File: src/design/tscd_pkg.sv
// ---------------------------------------------------------------------------
// tscd_pkg
// Shared types and constants for the tiered segment cost block.
// ---------------------------------------------------------------------------
package tscd_pkg;

	localparam int MAX_STATIONS = 256;
	localparam int SLOT_W       = $clog2(MAX_STATIONS);
	localparam int CNT_W        = $clog2(MAX_STATIONS + 1);
	localparam int POS_W        = 32;
	localparam int FARE_W       = 32;
	localparam int COST_W       = 48;
	localparam int CFG_IDX_W    = 3;
	localparam int CFG_DATA_W   = 32;

	localparam logic [COST_W-1:0] COST_MAX = {COST_W{1'b1}};

	// register indexes
	localparam logic [CFG_IDX_W-1:0] CFG_TIER1_LIMIT = 3'd0;
	localparam logic [CFG_IDX_W-1:0] CFG_TIER2_LIMIT = 3'd1;
	localparam logic [CFG_IDX_W-1:0] CFG_TIER3_LIMIT = 3'd2;
	localparam logic [CFG_IDX_W-1:0] CFG_TIER1_FARE  = 3'd3;
	localparam logic [CFG_IDX_W-1:0] CFG_TIER2_FARE  = 3'd4;
	localparam logic [CFG_IDX_W-1:0] CFG_TIER3_FARE  = 3'd5;

	typedef enum logic [1:0] {
		ST_IDLE,
		ST_WALK,
		ST_DRAIN,
		ST_FINISH
	} tscd_state_t;

	// controller -> datapath
	typedef struct packed {
		logic load;    // take the input item
		logic issue;   // read the next earlier station
		logic commit;  // store the station, emit result if last
	} tscd_cmd_t;

	// datapath -> controller
	typedef struct packed {
		logic restart;   // incoming item starts a new trip
		logic at_end;    // current read is the oldest stored station
		logic brk;       // walk has run out of reach
		logic busy;      // reads still in the evaluation pipe
		logic out_block; // last station, result register full and not being taken
	} tscd_status_t;

endpackage

File: src/design/tscd_ctrl.sv
// ---------------------------------------------------------------------------
// tscd_ctrl
// Sequencer: accept, walk back over stored stations, drain, commit.
// ---------------------------------------------------------------------------
module tscd_ctrl (
	input  logic                  clk,
	input  logic                  arst_n,
	input  logic                  in_valid,
	output logic                  in_ready,
	input  tscd_pkg::tscd_status_t status,
	output tscd_pkg::tscd_cmd_t    cmd
);

	tscd_pkg::tscd_state_t state_q, state_d;

	always_ff @(posedge clk or negedge arst_n) begin
		if (!arst_n) begin
			state_q <= tscd_pkg::ST_IDLE;
		end else begin
			state_q <= state_d;
		end
	end

	always_comb begin
		state_d    = state_q;
		in_ready   = 1'b0;
		cmd        = '0;
		unique case (state_q)
			tscd_pkg::ST_IDLE: begin
				in_ready = 1'b1;
				if (in_valid) begin
					cmd.load = 1'b1;
					state_d  = status.restart ? tscd_pkg::ST_FINISH : tscd_pkg::ST_WALK;
				end
			end
			tscd_pkg::ST_WALK: begin
				if (status.brk) begin
					state_d = tscd_pkg::ST_DRAIN;
				end else begin
					cmd.issue = 1'b1;
					if (status.at_end) begin
						state_d = tscd_pkg::ST_DRAIN;
					end
				end
			end
			tscd_pkg::ST_DRAIN: begin
				if (!status.busy) begin
					state_d = tscd_pkg::ST_FINISH;
				end
			end
			tscd_pkg::ST_FINISH: begin
				if (!status.out_block) begin
					cmd.commit = 1'b1;
					state_d    = tscd_pkg::ST_IDLE;
				end
			end
			default: begin
				state_d = tscd_pkg::ST_IDLE;
			end
		endcase
	end

	a_accept_leaves_idle: assert property (@(posedge clk) disable iff (!arst_n)
		(in_valid && in_ready) |=> (state_q != tscd_pkg::ST_IDLE))
		else $error("accepted item did not start work");

endmodule

File: config.mk
export PLATFORM = sky130hd
export DESIGN_NAME = tscd_ctrl
export DESIGN_NICKNAME = d
export VERILOG_FILES = /design/src/design/tscd_pkg.sv /design/src/design/tscd_ctrl.sv
export SDC_FILE = /design/constraint.sdc
export NUM_CORES = 1
export LEC_CHECK = 0
export ABC_CLOCK_PERIOD_IN_PS = 2500
export BUFFER_PORTS_ARGS = -buffer_cell sky130_fd_sc_hd__buf_4
export CORE_AREA = 5 5 42 44
export DETAILED_ROUTE_END_ITERATION = 8
export DIE_AREA = 0 0 47 49
export GPL_TIMING_DRIVEN = 0
export MAX_ROUTING_LAYER = met4
export PLACE_DENSITY = 0.44
export SYNTH_ARGS = -nofsm -noshare
export SYNTH_HDL_FRONTEND = slang
export SYNTH_SLANG_ARGS = --single-unit
File: constraint.sdc
create_clock -name clk -period 2.5 [get_ports clk]
set_clock_uncertainty 0.05 [all_clocks]
set_input_delay 0.75 -clock clk [delete_from_list [all_inputs] [get_ports clk]]
set_output_delay 0.75 -clock clk [all_outputs]
set_load 0.01 [all_outputs]
==> results_dict.tcl <==
set metrics [dict create \
    cts.sinks 2 \
    first_global_vias 200 \
    num_vias 191 \
    yosys_warnings 0 \
    ys_ff_latch 2 \
    hold_buffers 0 \
    stdcell_area_sq_um 329 \
    arrival_ps 1250 \
    antenna_found_initial 0 \
    rr_endpoint "state_q[1]$_DFFE_PN0P_" \
    clk_latency_ps 220 \
    dp_hpwl_um 393 \
    finalMaxSlewViolations 0 \
    regToRegSetupSlack_ps 950 \
    start_kind "flop" \
    syn_to_final_growth_pct 61.3 \
    grt_max_degree 6 \
    p_leak_uw 0.000172 \
    wl_per_cell_um 9.38 \
    wl_um 469 \
    max_clock_freq_ghz 0.489 \
    min_period_over_period_pct 81.8 \
    outcome "finished clean" \
    finalHoldViolCount 0 \
    cts_tree "done" \
    drt_iter0_drc 1 \
    setup_viol 0 \
    dp_cells 47 \
    peakVddDrop_mv 0.473 \
    endpoint_kind "primary output" \
    cts-resized-gates 0 \
    hold_class "in -> async" \
    synth_cells 20 \
    startpoint "state_q[0]$_DFFE_PN0P_" \
    utilization_pct 23.5 \
    fp.dieW_um 47 \
    grt_usage_pct 4.77 \
    critical_path.endpoint "cmd[2]" \
    synth_cell_type_count 12 \
    slew_headroom_pct 78.7 \
    holdWs_ps 249 \
    numPortBuffers 11 \
    place_area_sq_um 307 \
    cellPowerDensity_nw_per_um2 1130 \
    grt_pass1_wl_um 710 \
    die_h_um 49 \
    diodes 0 \
    crit_required_ps 1700 \
    synth_area_sq_um 204 \
    path_class "reg -> out" \
    clk_pin_slew_ps 30 \
    worst_slew_pin_slew_ps 319 \
    ys_seq_area_share_pct 24.5 \
    stdcell_count 50 \
    dieArea_sq_um 2300 \
    num_rows 14 \
    cts_buffers 3 \
    maxCapViolations 0 \
    cp_max_fo 5 \
    multi_input_area_sq_um 146 \
    clock_path_buffers 2 \
    synth_nets 32 \
    period_needed_ps 2050 \
    overflow 0 \
    ios 12 \
    via_per_inst 3.82 \
    largest_reg_flops 2 \
    reg_top3 "state_q (2)" \
    worstRegToRegCells 5 \
    initial_utilization_pct 14.6 \
    post_cts_buffers 0 \
    rsz0062_at_grt "false" \
    fin_nets 48 \
    tns_ps 0 \
    regArea_sq_um 50.0 \
    drc 0 \
    h-tree-depth 1 \
    top_register "state_q" \
    n_fill_cell 162 \
    drive_gt1_share_pct 50.0 \
    synth.avg_cell_area_sq_um 10.2 \
    r2r_start "state_q[0]$_DFFE_PN0P_" \
    coreArea_sq_um 1400 \
    cts_root_buf "clkbuf_4" \
    firstDrtPassIters 2 \
    postRouteAntennaNets 0 \
    gp_congestion 0.614 \
]
cells by family (layout without fill, tap and decap cells):
logic type      after synthesis  count (layout)  synth area share [%]
simple gates                  8               8                  25.8
fa+ha+maj                     4               4                  24.5
compound gates                2               2                  11.7
mux                           2               2                  9.82
flops                         2               2                  24.5
buf+inv                       2              16                  3.68
layout by cell type, fill, tap and decap left out, types with 2 or more instances in the layout:
master and count:
buf_4 11, ha_1 4, clkbuf_4 3, inv_1 2, nor2b_1 2, nor2_1 2
mux2i_1 2, dfrtp_1 2
per-layer routing:
layer	global-route usage [%]	routed length [um]
met1	5.05	187
met2	5.66	224
met5	-	0
met3	1.11	57
met4	6.91	0
stage by stage:
stage | power (uW) | setup WS, ps
floorplan | 233 | 738
global placement | 301 | 537
detailed placement | 305 | 530
CTS | 384 | 431
global route | 409 | 392
finish | 370 | 455
worst max-delay path, cell delays in order (launching register included):
cell	delay, ps
dfrtp_1	390
inv_1	80
ha_1	250
and2_1	150
buf_4	140
how the worst min path moves through the flow:
| stage | from | endpoint | slack (ps) |
|---|---|---|---|
| 2_1_floorplan | arst_n | state_q[0]$_DFFE_PN0P_ | 400 |
| 3_3_place_gp | arst_n | state_q[0]$_DFFE_PN0P_ | 480 |
| 3_5_place_dp | arst_n | state_q[1]$_DFFE_PN0P_ | 480 |
| 4_1_cts | arst_n | state_q[0]$_DFFE_PN0P_ | 240 |
| 5_1_grt | arst_n | state_q[0]$_DFFE_PN0P_ | 240 |
| 6_report | arst_n | state_q[0]$_DFFE_PN0P_ | 250 |
Yosys cell counts:
master	n	share of area (%)
and2_1	1	3.1
mux2i_1	2	9.8
inv_1	2	3.7
nor3b_1	1	3.7
ha_1	4	25
nor3_2	1	4.9
a22o_1	1	4.3
a2bb2oi_2	1	7.4
nor2_1	2	3.7
dfrtp_1	2	25
nor2b_1	2	6.1
and2b_2	1	4.3
cell type report:
cell class / instances / share of cell area (%)
clock buffers: 3 / 6.84
multi-input cells: 16 / 44.5
repair buffers: 11 / 25.1
well taps: 16 / 6.08
flip-flops and latches: 2 / 15.2
inverters: 2 / 2.28
power by group:
group	switching [uW]	total [uW]	internal [uW]	leakage, uW
logic	104	229	125	0.000135
clock network	19.4	72.5	53.1	0.0000138
registers	16.9	68.5	51.6	0.0000233
No activity file was read; power rests on OpenSTA's default activity.
